--- src/design/sled_pkg.sv ---
package sled_pkg;

  localparam int BUF_BYTES = 64;
  localparam int PTR_W     = $clog2(BUF_BYTES);
  localparam int CNT_W     = $clog2(BUF_BYTES + 1);
  localparam int SUM_W     = ((CNT_W > 8) ? CNT_W : 8) + 2;
  localparam int Q_DEPTH   = 2;
  localparam int QCNT_W    = $clog2(Q_DEPTH + 1);
  localparam int QIDX_W    = $clog2(Q_DEPTH);

  localparam logic [7:0] START_MARK = 8'h50;
  localparam logic [7:0] END_MARK   = 8'h45;
  localparam logic [1:0] FRAME_OVH  = 2'd2;

  typedef enum logic [1:0] {
    KIND_PAYLOAD  = 2'd0,
    KIND_EMPTY    = 2'd1,
    KIND_OVERFLOW = 2'd2
  } kind_t;

  typedef struct packed {
    logic       valid;
    logic [7:0] data;
  } sled_q_t;

  function automatic logic [PTR_W-1:0] wrap_add(input logic [PTR_W-1:0] base,
                                                input logic [CNT_W-1:0] off);
    logic [CNT_W:0] sum;
    sum = {{(CNT_W + 1 - PTR_W){1'b0}}, base} + {1'b0, off};
    if (sum >= (CNT_W + 1)'(BUF_BYTES)) begin
      sum = sum - (CNT_W + 1)'(BUF_BYTES);
    end
    return sum[PTR_W-1:0];
  endfunction

endpackage

--- src/design/start_length_end_deframer_unit.sv ---
// Start/length/end deframer.
// Input stream: one received serial byte per transfer on in_tdata.
// Output stream: out_tdata is a payload byte (zero for status results),
// out_tuser the kind (0 payload, 1 empty frame, 2 overflow, oldest byte
// dropped), out_tlast marks the final result caused by one input byte.
// A frame is 'P', a length L, L payload bytes and 'E'; it is emitted as one
// run of L payload transfers, or one empty-frame transfer when L is zero,
// and the receive buffer (64 bytes) is then cleared up to the 'E'.
// A two-entry input queue takes bytes while the scan engine works.
// Per byte the engine scans the buffered positions from the oldest one on,
// reads the length and end mark of each 'P' candidate, and emits results
// one at a time. The scan walks the buffer through the single read port of
// its RAM. Bytes ahead of a frame in the buffer delay its first output.
// Reset empties the buffer and the input queue and drops any pending result.
// A stalled receiver holds the output register and, with a result to emit,
// the scan engine; the input queue takes bytes until both entries are full.
module start_length_end_deframer_unit import sled_pkg::*; (
  input  logic       clk,
  input  logic       rst_n,
  input  logic       in_tvalid,
  output logic       in_tready,
  input  logic [7:0] in_tdata,   // [7:0] rx_byte
  output logic       out_tvalid,
  input  logic       out_tready,
  output logic [7:0] out_tdata,  // [7:0] payload_byte
  output logic       out_tlast,
  output logic [1:0] out_tuser   // [1:0] result_kind
);

  sled_q_t q_head;
  logic    q_pop;

  sled_front u_front (
    .clk       (clk),
    .rst_n     (rst_n),
    .in_tvalid (in_tvalid),
    .in_tready (in_tready),
    .in_tdata  (in_tdata),
    .q_head    (q_head),
    .q_pop     (q_pop)
  );

  sled_back u_back (
    .clk        (clk),
    .rst_n      (rst_n),
    .q_head     (q_head),
    .q_pop      (q_pop),
    .out_tvalid (out_tvalid),
    .out_tready (out_tready),
    .out_tdata  (out_tdata),
    .out_tlast  (out_tlast),
    .out_tuser  (out_tuser)
  );

endmodule

--- src/design/sled_ram.sv ---
module sled_ram #(
  parameter int WIDTH = 8,
  parameter int DEPTH = 64
) (
  input  logic                     clk,
  input  logic                     we,
  input  logic [$clog2(DEPTH)-1:0] waddr,
  input  logic [WIDTH-1:0]         wdata,
  input  logic [$clog2(DEPTH)-1:0] raddr,
  output logic [WIDTH-1:0]         rdata
);

  logic [WIDTH-1:0] mem [DEPTH];

  always_ff @(posedge clk) begin
    if (we) begin
      mem[waddr] <= wdata;
    end
    rdata <= mem[raddr];
  end

endmodule

--- src/design/sled_front.sv ---
module sled_front import sled_pkg::*; (
  input  logic       clk,
  input  logic       rst_n,
  input  logic       in_tvalid,
  output logic       in_tready,
  input  logic [7:0] in_tdata,
  output sled_q_t    q_head,
  input  logic       q_pop
);

  logic [7:0]        slot_r [Q_DEPTH];
  logic [QCNT_W-1:0] cnt_r;
  logic              push;
  logic [QCNT_W-1:0] wpos;

  assign in_tready   = (cnt_r < QCNT_W'(Q_DEPTH));
  assign push        = in_tvalid && in_tready;
  assign wpos        = q_pop ? cnt_r - QCNT_W'(1) : cnt_r;
  assign q_head.valid = (cnt_r != '0);
  assign q_head.data  = slot_r[0];

  always_ff @(posedge clk) begin
    if (!rst_n) begin
      cnt_r <= '0;
    end else begin
      cnt_r <= cnt_r + QCNT_W'(push) - QCNT_W'(q_pop);
    end
    if (q_pop) begin
      for (int k = 0; k < Q_DEPTH - 1; k++) begin
        slot_r[k] <= slot_r[k+1];
      end
    end
    if (push) begin
      slot_r[wpos[QIDX_W-1:0]] <= in_tdata;
    end
  end

endmodule

--- src/design/sled_back.sv ---
module sled_back import sled_pkg::*; (
  input  logic       clk,
  input  logic       rst_n,
  input  sled_q_t    q_head,
  output logic       q_pop,
  output logic       out_tvalid,
  input  logic       out_tready,
  output logic [7:0] out_tdata,
  output logic       out_tlast,
  output logic [1:0] out_tuser
);

  typedef enum logic [3:0] {
    S_IDLE, S_SCAN, S_P, S_L, S_E, S_D, S_EMPTY, S_OVF, S_DROP
  } state_t;

  state_t           state_r;
  logic [PTR_W-1:0] head_r;
  logic [CNT_W-1:0] cnt_r;
  logic [CNT_W-1:0] i_r;
  logic [7:0]       len_r;
  logic [7:0]       j_r;
  logic [SUM_W-1:0] end_r;
  logic             drop_r;
  logic             ovalid_r;
  logic [7:0]       obyte_r;
  logic             olast_r;
  kind_t            okind_r;

  logic             full;
  logic             out_free;
  logic             emit;
  logic             we;
  logic [PTR_W-1:0] waddr;
  logic [PTR_W-1:0] raddr;
  logic [7:0]       rdata;
  logic [SUM_W-1:0] end_nxt;
  logic [CNT_W-1:0] pay_off;
  logic             pay_last;

  assign full     = (cnt_r == CNT_W'(BUF_BYTES));
  assign out_free = !ovalid_r || out_tready;
  assign emit     = out_free &&
                    (state_r == S_D || state_r == S_EMPTY || state_r == S_OVF);
  assign q_pop    = (state_r == S_IDLE) && q_head.valid;
  assign we       = q_pop;
  assign waddr    = full ? head_r : wrap_add(head_r, cnt_r);
  assign end_nxt  = SUM_W'(i_r) + SUM_W'(rdata) + SUM_W'(FRAME_OVH);
  assign pay_off  = i_r + CNT_W'(FRAME_OVH) + CNT_W'(j_r);
  assign pay_last = ({1'b0, j_r} + 9'd1) == {1'b0, len_r};

  assign out_tvalid = ovalid_r;
  assign out_tdata  = obyte_r;
  assign out_tlast  = olast_r;
  assign out_tuser  = okind_r;

  always_comb begin
    case (state_r)
      S_SCAN:  raddr = wrap_add(head_r, i_r);
      S_P:     raddr = wrap_add(head_r, i_r + CNT_W'(1));
      S_L:     raddr = wrap_add(head_r, end_nxt[CNT_W-1:0]);
      S_E:     raddr = wrap_add(head_r, i_r + CNT_W'(FRAME_OVH));
      S_D:     raddr = wrap_add(head_r, out_free ? pay_off + CNT_W'(1) : pay_off);
      default: raddr = '0;
    endcase
  end

  sled_ram #(.WIDTH(8), .DEPTH(BUF_BYTES)) u_ram (
    .clk   (clk),
    .we    (we),
    .waddr (waddr),
    .wdata (q_head.data),
    .raddr (raddr),
    .rdata (rdata)
  );

  always_ff @(posedge clk) begin
    if (!rst_n) begin
      state_r  <= S_IDLE;
      head_r   <= '0;
      cnt_r    <= '0;
      drop_r   <= 1'b0;
      ovalid_r <= 1'b0;
    end else begin
      if (emit) begin
        ovalid_r <= 1'b1;
      end else if (out_tready) begin
        ovalid_r <= 1'b0;
      end
      case (state_r)
        S_IDLE: begin
          if (q_head.valid) begin
            if (full) begin
              head_r <= wrap_add(head_r, CNT_W'(1));
            end else begin
              cnt_r <= cnt_r + CNT_W'(1);
            end
            drop_r  <= full;
            i_r     <= '0;
            state_r <= S_SCAN;
          end
        end
        S_SCAN: begin
          if (i_r + CNT_W'(1) < cnt_r) begin
            state_r <= S_P;
          end else begin
            state_r <= drop_r ? S_OVF : S_IDLE;
          end
        end
        S_P: begin
          if (rdata == START_MARK) begin
            state_r <= S_L;
          end else begin
            i_r     <= i_r + CNT_W'(1);
            state_r <= S_SCAN;
          end
        end
        S_L: begin
          len_r <= rdata;
          end_r <= end_nxt;
          if (end_nxt < SUM_W'(cnt_r)) begin
            state_r <= S_E;
          end else begin
            i_r     <= i_r + CNT_W'(1);
            state_r <= S_SCAN;
          end
        end
        S_E: begin
          j_r <= '0;
          if (rdata == END_MARK) begin
            state_r <= (len_r == 8'd0) ? S_EMPTY : S_D;
          end else begin
            i_r     <= i_r + CNT_W'(1);
            state_r <= S_SCAN;
          end
        end
        S_D: begin
          if (out_free) begin
            obyte_r  <= rdata;
            olast_r  <= pay_last;
            okind_r  <= KIND_PAYLOAD;
            j_r      <= j_r + 8'd1;
            if (pay_last) begin
              state_r <= S_DROP;
            end
          end
        end
        S_EMPTY: begin
          if (out_free) begin
            obyte_r  <= 8'd0;
            olast_r  <= 1'b1;
            okind_r  <= KIND_EMPTY;
            state_r  <= S_DROP;
          end
        end
        S_OVF: begin
          if (out_free) begin
            obyte_r  <= 8'd0;
            olast_r  <= 1'b1;
            okind_r  <= KIND_OVERFLOW;
            state_r  <= S_IDLE;
          end
        end
        S_DROP: begin
          head_r  <= wrap_add(head_r, end_r[CNT_W-1:0] + CNT_W'(1));
          cnt_r   <= cnt_r - end_r[CNT_W-1:0] - CNT_W'(1);
          state_r <= S_IDLE;
        end
        default: state_r <= S_IDLE;
      endcase
    end
  end

endmodule

--- config.mk ---
export PLATFORM = sky130hd
export DESIGN_NAME = start_length_end_deframer_unit
export DESIGN_NICKNAME = d
export VERILOG_FILES = /design/src/design/sled_pkg.sv /design/src/design/start_length_end_deframer_unit.sv /design/src/design/sled_ram.sv /design/src/design/sled_front.sv /design/src/design/sled_back.sv
export SDC_FILE = /design/constraint.sdc
export NUM_CORES = 1
export LEC_CHECK = 0
export ABC_AREA = 1
export ABC_CLOCK_PERIOD_IN_PS = 10300
export BUFFER_PORTS_ARGS = -buffer_cell sky130_fd_sc_hd__buf_4
export CAP_MARGIN = 30
export CORE_MARGIN = 2
export CORE_UTILIZATION = 68
export DETAILED_ROUTE_END_ITERATION = 10
export PLACE_DENSITY = 0.88
export SYNTH_ARGS = -nofsm -noshare
export SYNTH_HDL_FRONTEND = slang
export SYNTH_HIERARCHICAL = 1
export SYNTH_SLANG_ARGS = --single-unit
export TNS_END_PERCENT = 50
--- constraint.sdc ---
create_clock -name clk -period 10.3 [get_ports clk]
set_input_delay 1.03 -clock clk [delete_from_list [all_inputs] [get_ports clk]]
set_output_delay 1.03 -clock clk [all_outputs]
set_load 0.01 [all_outputs]
---- Word-level counts from Yosys, hierarchy flattened ----
Memory sizes are Yosys's and may differ from the RTL's. A register that Yosys moved wholly into a read port is not among the register bits.
Cells that the tools add are included.
storage, ports and cells
  logic and storage cells ................. 159
  memories kept ........................... 2
  register bits ........................... 62
  RAM bits ................................ 528
  bits of input ports ..................... 12
cells by class
  multiplexer cells ....................... 53
  equality and inequality tests ........... 23
  reductions and logical operators ........ 26
  $lt $le $gt $ge ......................... 11
  add/sub/neg operators ................... 31
memory list
  name              words  width  read ports  clocked after memory_dff  write ports  line              RTL
  u_back.u_ram.mem  64     8      1           1                         1            sled_ram.sv:13    logic [WIDTH-1:0] mem [DEPTH];
  u_front.slot_r    2      8      2           0                         2            sled_front.sv:11  logic [7:0] slot_r [Q_DEPTH];
operators with widths
  kind                                                                number
  two-way mux 6 bit                                                   11
  adder 6 x 7 -> 8 bit                                                7
  greater-or-equal comparator 8 x 7 -> 1 bit (second input constant)  7
  two-way mux 7 bit                                                   7
  subtractor 6 x 1 -> 6 bit (second input constant)                   8
  one-hot mux 4 bit (8 select lines)                                  1
  one-hot mux 8 bit (2 select lines)                                  2
  one-hot mux 6 bit (5 select lines)                                  1
  adder 7 x 1 -> 7 bit (second input constant)                        4
  two-way mux 4 bit                                                   7
  one-hot mux 7 bit (4 select lines)                                  1
  two-way mux 8 bit                                                   3
  == test 4 x 3 -> 1 bit (second input constant)                      4
  == test 8 x 7 -> 1 bit (second input constant)                      2
  != test 2 x 1 -> 1 bit (second input constant)                      7
  one-hot mux 7 bit (2 select lines)                                  1
  one-hot mux 6 bit (2 select lines)                                  1
  adder 9 x 2 -> 10 bit (second input constant)                       1
  less-than comparator 10 x 7 -> 1 bit                                1
  two-way mux 2 bit                                                   5
  AND reduction 5 bit                                                 2
  nonzero test 2 bit                                                  5
  adder 7 x 8 -> 9 bit                                                1
  adder 8 x 1 -> 9 bit (second input constant)                        1
  other kinds (34)                                                    54

---- Longest topological paths before layout ----
Gate-level depths: netlist (run 1).
  depth in word-level cells ............... 8
  depth in mapped cells ................... 26
  depth with buffers taken out ............ 25

---- Hierarchy ----
The synthesis (run 1) kept the hierarchy.
modules (own cells, without submodules)
  module      times used  cells each  area an instance (sq um)
  sled_ram    1           1,805       21,339.2
  sled_back   1           722         5,183.7
  sled_front  1           68          755.7

---- Least setup slack after synthesis (run 1) ----
OpenSTA, ideal clock, no wires.
  kind .................................... register -> register
  start point ............................. reg u_back.i_r[0]
  end point ............................... reg u_back.u_ram.rdata[0] (read register of u_back.u_ram.mem)
  setup time .............................. 0.114 ns
  data arrival time ....................... 3.896 ns
  cell stages (with the launch flop) ...... 26
  clock period less this slack ............ 4.010 ns
  data required time ...................... 10.186 ns
  path buffers ............................ 1
  path slack .............................. 6.290 ns
  cells stage by stage .................... edfxtp_1 ha_1 inv_1 fa_1 inv_1 ha_1 o21ai_0 o22ai_1 a221oi_1 nand2_1 o21ai_0 inv_1 ha_1 nand3_1 nand2_1 nand2_1 nand2_1 a21oi_1 or2_2 nand2_1 nand3_1 a21oi_1 clkbuf_1 inv_1 nand3_1 nand2_1
between the ends
  longest elaborated chain between the ends .. 8
  elaborated cells between the ends (all ways) .. 28
  those cells by class .................... add/sub (16); order compare (5); mux (7)
RTL lines
  element                                                                                         line                              RTL
  start, declared                                                                                 sled_back.sv:20                   logic [CNT_W-1:0] i_r;
  start signal, assigned                                                                          sled_back.sv:114                  i_r <= i_r + CNT_W'(1);
  start signal, assigned                                                                          sled_back.sv:124                  i_r <= i_r + CNT_W'(1);
  start signal, assigned                                                                          sled_back.sv:133                  i_r <= i_r + CNT_W'(1);
  adder 7 x 2 -> 7 bit                                                                            sled_back.sv:49, sled_back.sv:62
  adder 7 bit                                                                                     sled_back.sv:49                   assign pay_off = i_r + CNT_W'(FRAME_OVH) + CNT_W'(j_r);
  adder 7 x 1 -> 7 bit                                                                            sled_back.sv:63                   S_D: raddr = wrap_add(head_r, out_free ? pay_off + CNT_W'(1) : pay_off);
  two-way mux 7 bit                                                                               sled_back.sv:63
  adder 6 x 7 -> 8 bit                                                                            sled_pkg.sv:29                    sum = {{(CNT_W + 1 - PTR_W){1'b0}}, base} + {1'b0, off};
  greater-or-equal comparator 8 x 7 -> 1 bit / subtractor 6 x 1 -> 6 bit (equally long branches)  sled_pkg.sv:30, sled_pkg.sv:31
  two-way mux 6 bit                                                                               sled_pkg.sv:30                    if (sum >= (CNT_W + 1)'(BUF_BYTES)) begin
  one-hot mux 6 bit (5 select lines) *                                                            sled_back.sv:58                   case (state_r)
  named net u_back.raddr[5]                                                                       sled_back.sv:35                   logic [PTR_W-1:0] raddr;
  end, declared                                                                                   sled_ram.sv:10                    output logic [WIDTH-1:0] rdata
The timed path passes the listed nets; every way through them passes the cells marked *.
A chain may end at the register's enable or synchronous reset.

---- Worst setup path in the final report (run 1) ----
  start point ............................. reg u_back.i_r[0]
  end point ............................... reg u_back.u_ram.rdata[2] (read register of u_back.u_ram.mem)
Same word-level chain as after synthesis.

==> reports/summary.txt, run 1 <==
status: complete, no violations
Syn Nets: 2674
vias post-DR: 20030
Cell Area, Synth: 0.02728 mm2
leakage power: 11.26 nW
Worst Hold Depth: 2
setup_tns: 0 ps
data required time of the worst path: 10880 ps
DIE AREA: 0.04173 mm2
Port Buffers: 24
Pre-Repair DR Iteration Count: 6
Seq. cell area: 0.01767 mm2
TritonCTS Sinks: 598
Peak VDD IR: 349.8 uV
power share of the clock group: 21.7%
die height: 204.3 um
total grt overflow: 0
dpl hpwl: 41.14 mm
final period utilization: 63.93%
Slew @ Worst Pin: 1206 ps
r2r startpoint: u_back/i_r[0]
register area share after synthesis: 64.76%
Tot GR Track Use: 33.87%
largest buffer count on any clock path: 3
Nets: 2669
Max Transition Viols Final: 0
CP delay by family, top: buffers and inverters
initial antenna violation count: 1
crit path time final: 6584 ps
Async SR Flop Fraction: 0%
hold buffers post-CTS: 0
Hold Crit Class: reg2reg
internal power: 5.378 mW
crit path launch type: flip-flop
Post-Route M1 WL: 23.83 mm
switch share: 42.65%
vias per inst: 6.349
WHS Endpoint: u_back/drop_r
Synth Area per Inst: 10.51 um2
Starting Density: 68.82%
DRC: 0
number of synthesized register bits: 598
DP Area: 0.02756 mm2
initial DRC count: 2900
Routed WL: 69.56 mm
Pwr Density: 319.2 mW/mm2
Yosys cell types: 48
WL per Instance: 22.06 um
first-pass GRT wire length: 107.2 mm
core area: 0.03964 mm2
cts bufs inserted: 57
end of the worst register-to-register path: u_back/u_ram/rdata[2]
CP max stage cell: clkinv_2
Clock Pin Slew Worst Setup and Hold Paths: 70 ps
worst skew pair latency: 640 ps
hold path start: u_back/drop_r
design area: 0.02938 mm2
critical path fanouts, max: 84
max_cap viols: 0
Setup Viol. Count Final: 0
Final Skew: 47.54 ps
DR WL met3: 7.850 mm
CP bufs+invs: 5
fraction of layout cells with a size suffix above 1: 5.934%
Rows: 73
Crit Path Class: reg2reg
Fmax: 151.9 MHz
Cell Chain, Critical Path: ha_1, inv_1, fa_1, inv_1, ha_1, o21ai_0, o22ai_1, a221oi_1, nand2_1, o21ai_0, fa_1, nor2_4, buf_4, clkinv_2, buf_4, nand3_1, nand3_1, nand2_1, nand2_1, nand3_1, nand3_1, nand2_1
Yosys warnings: 6
CP endpoint kind: flip-flop
fillers: 2487
top sig layer: met4
final antenna-violating net count: 0
H-tree Lvls: 2
largest net degree at the start of global routing: 258
Reg2Reg Depth: 22
number of gates resized after CTS: 0
area grow syn2layout: 7.706%
ant diodes: 0
TritonCTS clock tree: built
Synth Flop Type: edfxtp_1
postcts setup bufs: 0
GP Congestion: 1.004
Ports: 25
Critical Path AT: 7160 ps
logic gate share of total power: 43.2%
vias in the first global route: 19860
Final Hold Vio Count: 0
CTS root buffer: clkbuf_16
r2r setup slk: 3720 ps
DIE WIDTH: 204.3 um
slowest cell delay on critical path: 820 ps
Post-Syn Instances: 2595
Net Sw Power: 4.000 mW
sequential power share: 35.1%
DR WL met2: 33.54 mm
RSZ-0062 raised after global routing: no
multi-input logic area: 0.008262 mm2
Post-synth EDFFs: 569
normalized max-slew margin: 19.57%
==> metrics by stage <==
| step | hold WS, ps | power (mW) | worst slack, ps | utilization (%) | instances |
|---|---|---|---|---|---|
| after detailed placement | 498.9 | 7.202 | 3927 | 69.52 | 3054 |
| after global placement | 486.6 | 7.026 | 3903 | 69.45 | 3053 |
| after CTS | 510.6 | 9.261 | 3905 | 74.07 | 3152 |
| after floorplan | 450.8 | 6.130 | 6290 | - | 2595 |
| after global routing | 522.7 | 9.812 | 3458 | 74.12 | 3154 |
| final | 507.0 | 9.378 | 3716 | 74.12 | 3154 |
==> Yosys cell counts, types with 2 or more instances <==
cell type,instances,area share (%)
xor2_1,15,0.48
dfxtp_1,29,2.1
nor4_1,8,0.18
a21oi_1,41,0.75
ha_1,61,2.8
nor2_1,135,1.9
o22ai_1,3,0.069
buf_2,38,0.70
buf_4,14,0.39
o221ai_1,2,0.064
o21a_1,3,0.083
inv_1,138,1.9
fa_1,6,0.44
o21ai_0,31,0.57
nand2_1,857,12
clkbuf_1,19,0.26
nand4_1,15,0.34
xnor2_1,7,0.22
a221oi_1,3,0.096
nor3b_1,2,0.055
nor3_1,15,0.28
buf_8,2,0.11
nor2_2,2,0.046
o211ai_1,3,0.083
buf_1,10,0.14
a211oi_1,3,0.083
or2_2,3,0.069
a21o_1,2,0.055
nand3_1,501,9.2
inv_2,4,0.055
edfxtp_1,569,63
nand2_2,2,0.046
a31oi_1,3,0.069
buf_6,35,1.4
==> power by group through the flow <==
stage / Clock, mW / Combinational, mW / Sequential, mW
2_1_floorplan: 0 / 2.71 / 3.42
3_3_place_gp: 0 / 3.70 / 3.33
3_5_place_dp: 0 / 3.87 / 3.33
4_1_cts: 2.04 / 3.93 / 3.28
5_1_grt: 2.14 / 4.38 / 3.30
6_report: 2.03 / 4.06 / 3.29
==> how the worst max path moves through the flow <==
stage,startpoint,slack (ps),to,depth (start not counted)
after floorplan,u_back/i_r[0],6290,u_back/u_ram/rdata[0],25
after global placement,u_back/i_r[0],3900,u_back/u_ram/rdata[0],22
after detailed placement,u_back/i_r[0],3930,u_back/u_ram/rdata[5],22
after CTS,u_back/i_r[0],3910,u_back/u_ram/rdata[5],22
after global routing,u_back/i_r[0],3460,u_back/u_ram/rdata[2],22
final,u_back/i_r[0],3720,u_back/u_ram/rdata[2],22
==> cells in the final DEF (no fill, tap or decap), drive strengths merged, types with 4 or more instances in the layout <==
cell | Yosys | layout
ha | 61 | 61
xnor2 | 7 | 7
nand3 | 502 | 502
nand4 | 15 | 15
edfxtp | 569 | 569
clkinv | 0 | 18
nor4 | 9 | 9
o21ai | 31 | 31
nand2 | 860 | 860
inv | 143 | 143
fa | 6 | 6
a21oi | 43 | 43
clkinvlp | 0 | 4
dfxtp | 29 | 29
buf | 99 | 54
clkbuf | 20 | 73
nor3 | 15 | 15
xor2 | 15 | 15
bufinv | 0 | 4
nor2 | 138 | 138
==> routing by layer <==
metal  GRT usage [%]  up-vias
li1                -     8921
met1           42.06     9331
met2           55.64     1467
met3           6.250      306
met4           20.65        0
met5               0        -
==> flip-flops by register name, summed over array words and instances (netlist names), 8 cells and up <==
name and flops:
u_front/slot_r 16, u_back/u_ram/mem 512, u_back/len_r 8, u_back/u_ram/rdata 8, u_back/out_tdata 8, u_back/j_r 8
==> area by class of cell <==
cell class	instances	share of cell area [%]
inverters	143	1.848
repair buffers	55	1.529
multi-input cells	1735	28.12
well taps	525	2.236
flip-flops and latches	598	60.13
clock buffers	72	5.153
clock inverters	26	0.9837
==> cell families (layout without fill, tap and decap cells) <==
logic type,after synthesis,after routing,share of synthesized area [%]
AO/OA/AOI/OAI,101,101,2.165
flip-flops,598,598,64.76
AND/OR/NAND/NOR,1545,1545,24.08
XOR/XNOR,22,22,0.7064
buffers and inverters,262,296,5.041
adder cells (fa/ha/maj),67,67,3.238
==> tightest hold or removal path, cell delays in order, from the launching register on <==
cell and delay (ps):
dfxtp_1 310, inv_1 70, a211oi_1 70
Power figures use the tool's default switching activity.
==> inputs of run 2 (changes only) <==
--- a/config.mk
+++ b/config.mk
@@ -6,13 +6,13 @@
 export NUM_CORES = 1
 export LEC_CHECK = 0
 export ABC_AREA = 1
-export ABC_CLOCK_PERIOD_IN_PS = 10300
+export ABC_CLOCK_PERIOD_IN_PS = 6600
 export BUFFER_PORTS_ARGS = -buffer_cell sky130_fd_sc_hd__buf_4
 export CAP_MARGIN = 30
 export CORE_MARGIN = 2
-export CORE_UTILIZATION = 68
+export CORE_UTILIZATION = 63
 export DETAILED_ROUTE_END_ITERATION = 10
-export PLACE_DENSITY = 0.88
+export PLACE_DENSITY = 0.82
 export SYNTH_ARGS = -nofsm -noshare
 export SYNTH_HDL_FRONTEND = slang
 export SYNTH_HIERARCHICAL = 1
==> constraint.sdc (replaced) <==
create_clock -name clk -period 6.6 [get_ports clk]
set_input_delay 0.66 -clock clk [delete_from_list [all_inputs] [get_ports clk]]
set_output_delay 0.66 -clock clk [all_outputs]
set_load 0.01 [all_outputs]
==> reports/summary.txt, run 2 (synthesized netlist as in run 1, its figures left out) <==
CP Depth: 24
Final Hold Vio Count: 0
Slew @ Worst Pin: 1223 ps
vias per inst: 6.174
Post-Place Cells: 3114
CP delay by family, top: compound AO/OA/AOI/OAI gates
DP Worst Slack: 1606 ps
status: complete, no violations
cts bufs inserted: 58
vias post-DR: 19910
number of flip-flops in the largest register: 512
area grow syn2layout: 8.467%
number of gates resized after CTS: 0
Fmax: 193.5 MHz
Starting Density: 63.61%
CP endpoint kind: flip-flop
Critical Path AT: 5680 ps
core area: 0.04289 mm2
max_cap viols: 0
smallest setup slack after layout: 1433 ps
setup_tns: 0 ps
H-tree Lvls: 2
CP bufs+invs: 4
critical path fanouts, max: 10
initial antenna violation count: 0
initial DRC count: 3049
Rows: 76
Peak VDD IR: 520.5 uV
Final Skew: 29.34 ps
DIE AREA: 0.04498 mm2
WL per Instance: 21.52 um
Tot GR Track Use: 31.21%
most used cell, CP: nand2_1
final period utilization: 78.29%
Port Buffers: 24
Worst Hold Depth: 1
total grt overflow: 0
crit path launch type: flip-flop
Cell Chain, Critical Path: ha_1, inv_1, fa_1, inv_1, ha_1, o21ai_0, o22ai_1, a221oi_1, nand2_1, o21ai_0, inv_1, ha_1, nand3_1, nand2_1, nand2_1, nand2_1, a21oi_1, or2_2, nand2_1, nand3_1, a21oi_1, inv_1, nand3_1, nand2_1
largest net degree at the start of global routing: 257
leakage power: 11.32 nW
DIE WIDTH: 212.1 um
Clock Pin Slew Worst Setup and Hold Paths: 60 ps
Pwr Density: 499.6 mW/mm2
ant diodes: 0
vias in the first global route: 18990
most frequent cells in the layout: nand2_1 (857), edfxtp_1 (569), nand3_1 (501), inv_1 (137), nor2_1 (133)
slowest cell delay on critical path: 700 ps
normalized max-slew margin: 18.48%
die height: 212.1 um
TritonCTS clock tree: built
first-pass GRT wire length: 106.0 mm
Routed WL: 69.42 mm
GP Congestion: 1.005
Nets: 2670
fraction of layout cells with a size suffix above 1: 6.288%
DRC: 0
hold buffers post-CTS: 0
Largest Register: u_back/u_ram/mem
Crit Path Class: reg2reg
CP max stage cell: a21oi_1
Pre-Repair DR Iteration Count: 7
postcts setup bufs: 0
Setup Viol. Count Final: 0
Max Transition Viols Final: 0
Ports: 25
final antenna-violating net count: 0
Largest regs: u_back/u_ram/mem x512, u_front/slot_r x16
Reg2Reg Depth: 24
largest buffer count on any clock path: 3
data required time of the worst path: 7110 ps
worst skew pair latency: 640 ps
fin cells: 3225
Pwr Total: 14.78 mW
CTS root buffer: clkbuf_16
TritonCTS Sinks: 598
crit path time final: 5167 ps
dpl hpwl: 42.54 mm
RSZ-0062 raised after global routing: no
commonest non-fill, non-tap cell in the layout: nand2_1
Hold Crit Class: in2reg
run 2: final cells by class:
type / instances / area [um2]
sequential: 598 / 17670
fill: 2961 / 13300
multi-input combinational: 1735 / 8274
clock buffer: 75 / 1565
tap: 585 / 732.0
inverter: 143 / 543.0
timing repair buffer: 55 / 437.9
clock inverter: 34 / 369.1
run 2: per-layer routing:
layer  global-route usage (%)  routed length, um  vias to the layer above
met3                    6.012               7376                      251
met2                    50.82              33210                     1282
li1                         -                  -                     8944
met4                    16.66               3744                        0
met5                        0                  0                        -
met1                    40.02              25080                     9433
run 2: metrics by stage:
step | hold slack, ps | util (%) | cell area, um2
after global routing | 207.8 | 68.99 | 29590
after CTS | 206.1 | 68.96 | 29570
final | 227.3 | 68.99 | 29590
after detailed placement | 487.2 | 64.45 | 27640
after global placement | 485.0 | 64.43 | 27630
after floorplan | 450.8 | - | 27280
run 2: worst paths after layout:
| path | start | end | slack [ps] |
|---|---|---|---|
| min | in_tdata[5] | u_front/slot_r[1][5] | 230 |
| max | u_back/i_r[0] | u_back/u_ram/rdata[4] | 1430 |
| min reg2reg | u_back/drop_r | u_back/drop_r | 500 |
| max reg2reg | u_back/i_r[0] | u_back/u_ram/rdata[4] | 1430 |
run 2: worst reg2reg max path, cell delays in order, from the launching register on:
cell      delay [ps]
edfxtp_1         530
ha_1             250
inv_1             70
fa_1             510
inv_1             70
ha_1             280
o21ai_0          200
o22ai_1          110
a221oi_1         230
nand2_1           70
o21ai_0          210
inv_1             90
ha_1             290
nand3_1           80
nand2_1           90
nand2_1           70
nand2_1           60
a21oi_1           70
or2_2            270
nand2_1           90
nand3_1           90
a21oi_1          700
inv_1            350
nand3_1          220
nand2_1           70
run 2: report_power, final:
part	internal (mW)	total, mW	switching (mW)
registers	4.93	5.11	0.182
logic	1.66	6.34	4.68
clock network	1.91	3.33	1.42
